**config.mk**
```make
export PLATFORM = sky130hd
export DESIGN_NAME = bss_ctrl
export DESIGN_NICKNAME = d
export VERILOG_FILES = /design/src/rtl/core/bss_pkg.sv /design/src/rtl/core/bss_ctrl.sv
export SDC_FILE = /design/constraint.sdc
export NUM_CORES = 1
export LEC_CHECK = 0
export BUFFER_PORTS_ARGS = -buffer_cell sky130_fd_sc_hd__clkbuf_2
export CAP_MARGIN = 20
export CORE_MARGIN = 8
export CORE_UTILIZATION = 55
export CTS_CLUSTER_DIAMETER = 80
export DETAILED_ROUTE_END_ITERATION = 10
export PLACE_DENSITY = 0.86
export SYNTH_ARGS = -nofsm -noshare
export SYNTH_HDL_FRONTEND = slang
export SYNTH_SLANG_ARGS = --single-unit
```
**constraint.sdc**
```tcl
create_clock -name clk_i -period 4.7 [get_ports clk_i]
set_clock_uncertainty 0.1 [all_clocks]
set_input_delay 0.235 -clock clk_i [delete_from_list [all_inputs] [get_ports clk_i]]
set_output_delay 0.235 -clock clk_i [all_outputs]
set_load 0.02 [all_outputs]
```
**src/rtl/core/bss_pkg.sv**
```systemverilog
// ----------------------------------------------------------------------------
// bss_pkg: shared types and constants for the bounded sequence store
// Holds the list geometry, operation codes and the controller/datapath bundles.
// ----------------------------------------------------------------------------
package bss_pkg;

  localparam int unsigned Depth     = 256;
  localparam int unsigned ItemWidth = 32;
  localparam int unsigned AddrW     = $clog2(Depth);
  localparam int unsigned CntW      = AddrW + 1;

  typedef enum logic [2:0] {
    OpInsert = 3'd0,
    OpSorted = 3'd1,
    OpErase  = 3'd2,
    OpRemove = 3'd3,
    OpGet    = 3'd4,
    OpSet    = 3'd5,
    OpFind   = 3'd6,
    OpNone   = 3'd7
  } op_e;

  // Commands from the controller to the datapath.
  typedef struct packed {
    logic             rd_en;
    logic [AddrW-1:0] rd_addr;
    logic             wr_en;
    logic [AddrW-1:0] wr_addr;
    logic             wr_sel_held;  // 1: write the word read last, 0: the input value
  } bss_cmd_t;

  // Status from the datapath to the controller.
  typedef struct packed {
    logic             rd_eq;   // registered read word equals the operand
    logic             rd_lt;   // operand greater than the registered read word
  } bss_sts_t;

endpackage

```
**src/rtl/core/bss_ctrl.sv**
```systemverilog
// ----------------------------------------------------------------------------
// bss_ctrl: operation sequencer for the bounded sequence store
// Walks the RAM one word a cycle for shifts, searches and compaction.
// ----------------------------------------------------------------------------
module bss_ctrl
  import bss_pkg::*;
(
  input  logic                 clk_i,
  input  logic                 rst_ni,
  input  logic [CntW-1:0]      limit_i,
  input  logic                 in_valid_i,
  output logic                 in_ready_o,
  input  logic [2:0]           mode_i,
  input  logic [8:0]           pos_i,
  output logic                 load_o,
  output bss_cmd_t             cmd_o,
  input  bss_sts_t             sts_i,
  input  logic [ItemWidth-1:0] rd_data_i,
  output logic                 out_valid_o,
  input  logic                 out_ready_i,
  output logic                 ok_o,
  output logic [7:0]           rpos_o,
  output logic [8:0]           removed_o,
  output logic [31:0]          rdval_o,
  output logic [8:0]           count_o
);

  typedef enum logic [2:0] {
    StIdle, StSearch, StShiftUp, StShiftDn, StCompact, StGetWait, StDone
  } state_e;

  state_e          state_q, state_d;
  op_e             op_q, op_d;
  logic [CntW-1:0] count_q, count_d;
  logic [CntW-1:0] idx_q, idx_d;     // read index of the walk
  logic [CntW-1:0] wr_q, wr_d;       // write index for compaction
  logic            pend_q, pend_d;   // a read issued last cycle is valid now
  logic [CntW-1:0] pidx_q, pidx_d;   // index of that read
  logic [CntW-1:0] tgt_q, tgt_d;     // insert position
  logic            out_valid_q, out_valid_d;
  logic            ok_q, ok_d;
  logic [7:0]      rpos_q, rpos_d;
  logic [8:0]      removed_q, removed_d;
  logic [31:0]     rdval_q, rdval_d;
  logic [CntW-1:0] limit_eff;
  logic            room;
  logic [CntW-1:0] pos_ext;
  logic            pos_in;

  assign limit_eff = (limit_i < CntW'(Depth)) ? limit_i : CntW'(Depth);
  assign room      = count_q < limit_eff;
  assign pos_ext   = CntW'(pos_i);
  assign pos_in    = pos_ext < count_q;
  assign in_ready_o = (state_q == StIdle) && !out_valid_q;
  assign load_o     = in_valid_i && in_ready_o;

  // RAM commands are decoded from the walk state.
  always_comb begin
    cmd_o = '0;
    unique case (state_q)
      StSearch: begin
        cmd_o.rd_en   = idx_q < count_q;
        cmd_o.rd_addr = idx_q[AddrW-1:0];
      end
      StShiftUp: begin
        // read idx-1, write it to idx when it arrives
        cmd_o.rd_en       = idx_q > tgt_q;
        cmd_o.rd_addr     = AddrW'(idx_q - 1'b1);
        cmd_o.wr_en       = pend_q;
        cmd_o.wr_addr     = pidx_q[AddrW-1:0];
        cmd_o.wr_sel_held = 1'b1;
        if (!pend_q && idx_q == tgt_q) begin
          cmd_o.wr_en       = 1'b1;
          cmd_o.wr_addr     = tgt_q[AddrW-1:0];
          cmd_o.wr_sel_held = 1'b0;
        end
      end
      StShiftDn: begin
        cmd_o.rd_en       = idx_q < count_q;
        cmd_o.rd_addr     = idx_q[AddrW-1:0];
        cmd_o.wr_en       = pend_q;
        cmd_o.wr_addr     = AddrW'(pidx_q - 1'b1);
        cmd_o.wr_sel_held = 1'b1;
      end
      StCompact: begin
        cmd_o.rd_en       = idx_q < count_q;
        cmd_o.rd_addr     = idx_q[AddrW-1:0];
        cmd_o.wr_en       = pend_q && !sts_i.rd_eq;
        cmd_o.wr_addr     = wr_q[AddrW-1:0];
        cmd_o.wr_sel_held = 1'b1;
      end
      StIdle: begin
        if (load_o && op_e'(mode_i) == OpGet && pos_in) begin
          cmd_o.rd_en   = 1'b1;
          cmd_o.rd_addr = pos_ext[AddrW-1:0];
        end
      end
      default: ;
    endcase
  end

  always_comb begin
    state_d     = state_q;
    op_d        = op_q;
    count_d     = count_q;
    idx_d       = idx_q;
    wr_d        = wr_q;
    pend_d      = cmd_o.rd_en;
    pidx_d      = idx_q;
    tgt_d       = tgt_q;
    out_valid_d = out_valid_q;
    ok_d        = ok_q;
    rpos_d      = rpos_q;
    removed_d   = removed_q;
    rdval_d     = rdval_q;
    if (out_valid_q && out_ready_i) begin
      out_valid_d = 1'b0;
    end
    unique case (state_q)
      StIdle: begin
        if (load_o) begin
          op_d      = op_e'(mode_i);
          ok_d      = 1'b0;
          rpos_d    = '0;
          removed_d = '0;
          rdval_d   = '0;
          idx_d     = '0;
          wr_d      = '0;
          unique case (op_e'(mode_i))
            OpInsert: begin
              if (room && pos_ext <= count_q) begin
                tgt_d   = pos_ext;
                idx_d   = count_q;
                ok_d    = 1'b1;
                rpos_d  = pos_ext[7:0];
                state_d = StShiftUp;
              end else begin
                state_d = StDone;
              end
            end
            OpSorted: state_d = room ? StSearch : StDone;
            OpErase: begin
              if (pos_in) begin
                idx_d   = pos_ext + 1'b1;
                ok_d    = 1'b1;
                state_d = StShiftDn;
              end else begin
                state_d = StDone;
              end
            end
            OpRemove: begin
              ok_d    = 1'b1;
              state_d = StCompact;
            end
            OpGet: begin
              if (pos_in) begin
                ok_d    = 1'b1;
                state_d = StGetWait;
              end else begin
                state_d = StDone;
              end
            end
            OpSet: begin
              // written from the operand register next cycle
              if (pos_in) begin
                ok_d    = 1'b1;
                tgt_d   = pos_ext;
                idx_d   = pos_ext;
                state_d = StShiftUp;
              end else begin
                state_d = StDone;
              end
            end
            OpFind: state_d = StSearch;
            default: state_d = StDone;
          endcase
        end
      end
      StSearch: begin
        if (cmd_o.rd_en) begin
          idx_d = idx_q + 1'b1;
        end
        // stop on the word that arrived this cycle
        if (pend_q && ((op_q == OpFind) ? sts_i.rd_eq : !sts_i.rd_lt)) begin
          ok_d   = 1'b1;
          rpos_d = pidx_q[7:0];
          if (op_q == OpFind) begin
            state_d = StDone;
          end else begin
            // drop the read in flight before shifting
            tgt_d   = pidx_q;
            idx_d   = count_q;
            pend_d  = 1'b0;
            state_d = StShiftUp;
          end
        end else if (!cmd_o.rd_en && !pend_q) begin
          if (op_q == OpFind) begin
            state_d = StDone;
          end else begin
            ok_d    = 1'b1;
            rpos_d  = count_q[7:0];
            tgt_d   = count_q;
            idx_d   = count_q;
            state_d = StShiftUp;
          end
        end
      end
      StShiftUp: begin
        if (cmd_o.rd_en) begin
          idx_d = idx_q - 1'b1;
        end
        if (!pend_q && idx_q == tgt_q) begin
          if (op_q != OpSet) begin
            count_d = count_q + 1'b1;
          end
          state_d = StDone;
        end
      end
      StShiftDn: begin
        if (cmd_o.rd_en) begin
          idx_d = idx_q + 1'b1;
        end else if (!pend_q) begin
          count_d = count_q - 1'b1;
          state_d = StDone;
        end
      end
      StCompact: begin
        if (cmd_o.rd_en) begin
          idx_d = idx_q + 1'b1;
        end
        if (cmd_o.wr_en) begin
          wr_d = wr_q + 1'b1;
        end
        if (!cmd_o.rd_en && !pend_q) begin
          removed_d = 9'(count_q - wr_q);
          count_d   = wr_q;
          state_d   = StDone;
        end
      end
      StGetWait: begin
        rdval_d = 32'(rd_data_i);
        state_d = StDone;
      end
      StDone: begin
        out_valid_d = 1'b1;
        state_d     = StIdle;
      end
      default: state_d = StIdle;
    endcase
  end

  always_ff @(posedge clk_i or negedge rst_ni) begin
    if (!rst_ni) begin
      state_q     <= StIdle;
      op_q        <= OpNone;
      count_q     <= '0;
      idx_q       <= '0;
      wr_q        <= '0;
      pend_q      <= 1'b0;
      pidx_q      <= '0;
      tgt_q       <= '0;
      out_valid_q <= 1'b0;
      ok_q        <= 1'b0;
      rpos_q      <= '0;
      removed_q   <= '0;
      rdval_q     <= '0;
    end else begin
      state_q     <= state_d;
      op_q        <= op_d;
      count_q     <= count_d;
      idx_q       <= idx_d;
      wr_q        <= wr_d;
      pend_q      <= pend_d;
      pidx_q      <= pidx_d;
      tgt_q       <= tgt_d;
      out_valid_q <= out_valid_d;
      ok_q        <= ok_d;
      rpos_q      <= rpos_d;
      removed_q   <= removed_d;
      rdval_q     <= rdval_d;
    end
  end

  assign out_valid_o = out_valid_q;
  assign ok_o        = ok_q;
  assign rpos_o      = rpos_q;
  assign removed_o   = removed_q;
  assign rdval_o     = rdval_q;
  assign count_o     = 9'(count_q);

  a_count_bound: assert property (@(posedge clk_i) disable iff (!rst_ni)
    count_q <= CntW'(Depth)) else $error("count beyond depth");
  a_ready_idle: assert property (@(posedge clk_i) disable iff (!rst_ni)
    in_ready_o |-> state_q == StIdle) else $error("ready while busy");
  a_done_out: assert property (@(posedge clk_i) disable iff (!rst_ni)
    state_q == StDone |=> out_valid_q) else $error("result lost");
  a_ok_pos: assert property (@(posedge clk_i) disable iff (!rst_ni)
    (out_valid_q && !ok_q) |-> rpos_q == '0) else $error("position without ok");

endmodule

```
==> flow_summary.ini <==
[status]
status = finished clean

[final_layout]
fin_util_pct = 66.9
fin_cells = 1263
drive_gt1_share_pct = 21.0
stdcell_area_sq_mm = 0.00922
syn_to_final_growth_pct = 19.7
fin_nets = 1191
nFillCells = 1161

[logic_synthesis]
synth_nets = 1039
synthTopCellsByCount = nand2_1, dfrtp_1, o21ai_0
synth-seq-cells = 103
yosysTopAreaCell = dfrtp_1
avgSynthCellArea_sq_um = 8.33
synth_area_sq_mm = 0.00770
synth_warnings = 0
synth_top_area_share_pct = 32.5
netlist_instances = 924
synth_flop_cell = dfrtp_1
ys_seq_area_share_pct = 33.5
synth.distinct_cells = 83
yosysMostFrequentCell = nand2_1
async_flop_share_pct = 100
synth_edf_count = 0
synthTopCellsByArea = dfrtp_1, ha_1, nand2_1, o21ai_0, nor2_1

[grt]
busiest_layer = met2
grt.overflow.total = 0
track_usage_pct = 30.0
grt_pass1_vias = 7673
grt_pass1_wl_mm = 42.3
grt_use_met1_pct = 38.7
met2_usage_pct = 46.0
grtUsageMet3_pct = 6.66
grt_max_degree = 61
antenna_found_initial = 1

[clocking]
clkLatencyLatePin_ps = 360
tritoncts = yes
clk_pin_slew_ps = 80
cts_buffers = 9
clock_path_buffers = 2
cts_max_level = 3
clock_sinks = 103
clockRootBuffer = clkbuf_16
cts_resized = 0

[placement]
hpwl_mm = 20.0
gp_congestion = 1.01
dpl_cell_area_sq_mm = 0.00856
dp_cells = 1213
pre_cts_ws_ps = 883
port-buffer-count = 139

[critical_path]
worst_ep_arrival_time_ps = 4020
critPathKind = reg -> reg
r2r-start = count_o[8]$_DFFE_PN0P_
crit_path_start = count_o[8]$_DFFE_PN0P_
endpoint_kind = flip-flop
startpoint_type = flip-flop
required_ps = 4840
crit_fanout = 9

[drt]
wl_per_cell_um = 21.7
num_vias = 8007
viasPerCell = 6.34
dr.pass1.iters = 7
drc = 0
drt-initial-drc-count = 908
drtAntennaViolNets = 0
drt-total-wl_mm = 27.4

[timing]
setup_tns_ps = 0
finalSetupViolations = 0
clock.fmax_ghz = 0.258
fin_crit_ps = 3880
worstMarginPinSlew_ps = 1000
period_share_pct = 82.6
grt_setup_unrepaired = no
hold_slack_ps = 6.02
maxSlewHeadroom_pct = 33.0
final_hold_viol_count = 0
fin_ws_ps = 817
drv_slew = 0

[power_and_ir_drop]
ir_worst_vdd_v = 0.000399
report.power.total_mw = 6.63
power.leakage_nw = 4.33
p_per_area_mw_per_mm2 = 720

[die]
fp.coreArea_sq_mm = 0.0138
design.die.area_sq_mm = 0.0180
die_h_um = 134
pin_count = 140
rows = 43
fp.dieW_um = 134
start_util_pct = 55.9

[hold_path]
min_path_type = in -> reg
min_from = rd_data_i[14]

[flow_run]
drv_cap = 0
-- power breakdown --
| group | internal [mW] | switching [mW] | total, mW |
|---|---|---|---|
| sequential | 1.28 | 0.430 | 1.71 |
| combinational | 1.46 | 2.65 | 4.11 |
| clock | 0.432 | 0.379 | 0.811 |
-- sequential cells by signal (all words and copies together), names as in the netlist, 8 cells and up --
| signal | cells |
|---|---|
| rdval_o | 32 |
| wr_q | 9 |
| removed_o | 9 |
| tgt_q | 9 |
| idx_q | 9 |
| count_o | 9 |
| pidx_q | 9 |
| rpos_o | 8 |
-- per-layer routing --
| metal | share of wire [%] | vias up |
|---|---|---|
| met5 | 0 | - |
| met2 | 46 | 457 |
| met3 | 8.3 | 103 |
| met4 | 5.2 | 0 |
| met1 | 40 | 3815 |
| li1 | - | 3632 |
-- critical path: stages, from the launching register on --
cell and delay [ps]:
dfrtp_1 540, inv_1 190, ha_1 350, nand3_1 160
or4_1 610, o211ai_1 280, o21ai_4 170, nor3_2 170
o22a_1 250, and3_1 600, mux2_4 350
-- path summary, 6_finish.rpt --
path                                      endpoint  slack, ps  cells after the start
hold / removal             rdval_o[14]$_DFFE_PN0P_          6                      3
hold reg to reg              rpos_o[3]$_DFFE_PN0P_        420                      1
max in group asynchronous   rdval_o[7]$_DFFE_PN0P_       3040                      3
min in group asynchronous     idx_q[5]$_DFFE_PN0P_        400                      2
setup / recovery             rpos_o[3]$_DFFE_PN0P_        820                     10
setup reg to reg             rpos_o[3]$_DFFE_PN0P_        820                     10
-- logic make-up after synthesis --
logic type               Yosys count  synth area share [%]
flip-flops                       103                  33.5
XOR/XNOR                          30                  3.41
multiplexers                      40                  6.08
buffers and inverters             94                  4.88
AO/OA/AOI/OAI                    267                  22.5
adder cells (fa/ha/maj)           56                  9.30
AND/OR/NAND/NOR                  334                  20.3
-- cell type report --
type | count | area (sq um) | area share (%)
diodes | 2 | 5.00 | 0.0543
clock buffers | 9 | 225 | 2.44
clock inverters | 7 | 104 | 1.13
inverters | 47 | 176 | 1.91
multi-input cells | 727 | 4750 | 51.6
flip-flops and latches | 103 | 2580 | 28.0
well taps | 180 | 225 | 2.44
repair buffers | 188 | 1140 | 12.4
-- timing repair --
action / CTS / global route
setup buffers: 0 / 0
hold buffers: 30 / 1
hold endpoints to repair: 85 / 1
-- cells in the final DEF, fill, tap and decap left out, drive strengths merged, types with 13 or more instances in the layout --
cell type / n
a21o: 14
a21oi: 45
a31oi: 20
buf: 19
clkbuf: 147
dfrtp: 100
dlygate4sd3: 31
ha: 54
inv: 48
mux2: 27
mux2i: 13
nand2: 160
nand3: 26
nor2: 62
nor3: 16
o21ai: 98
xnor2: 19
Power figures use the tool's default switching activity.
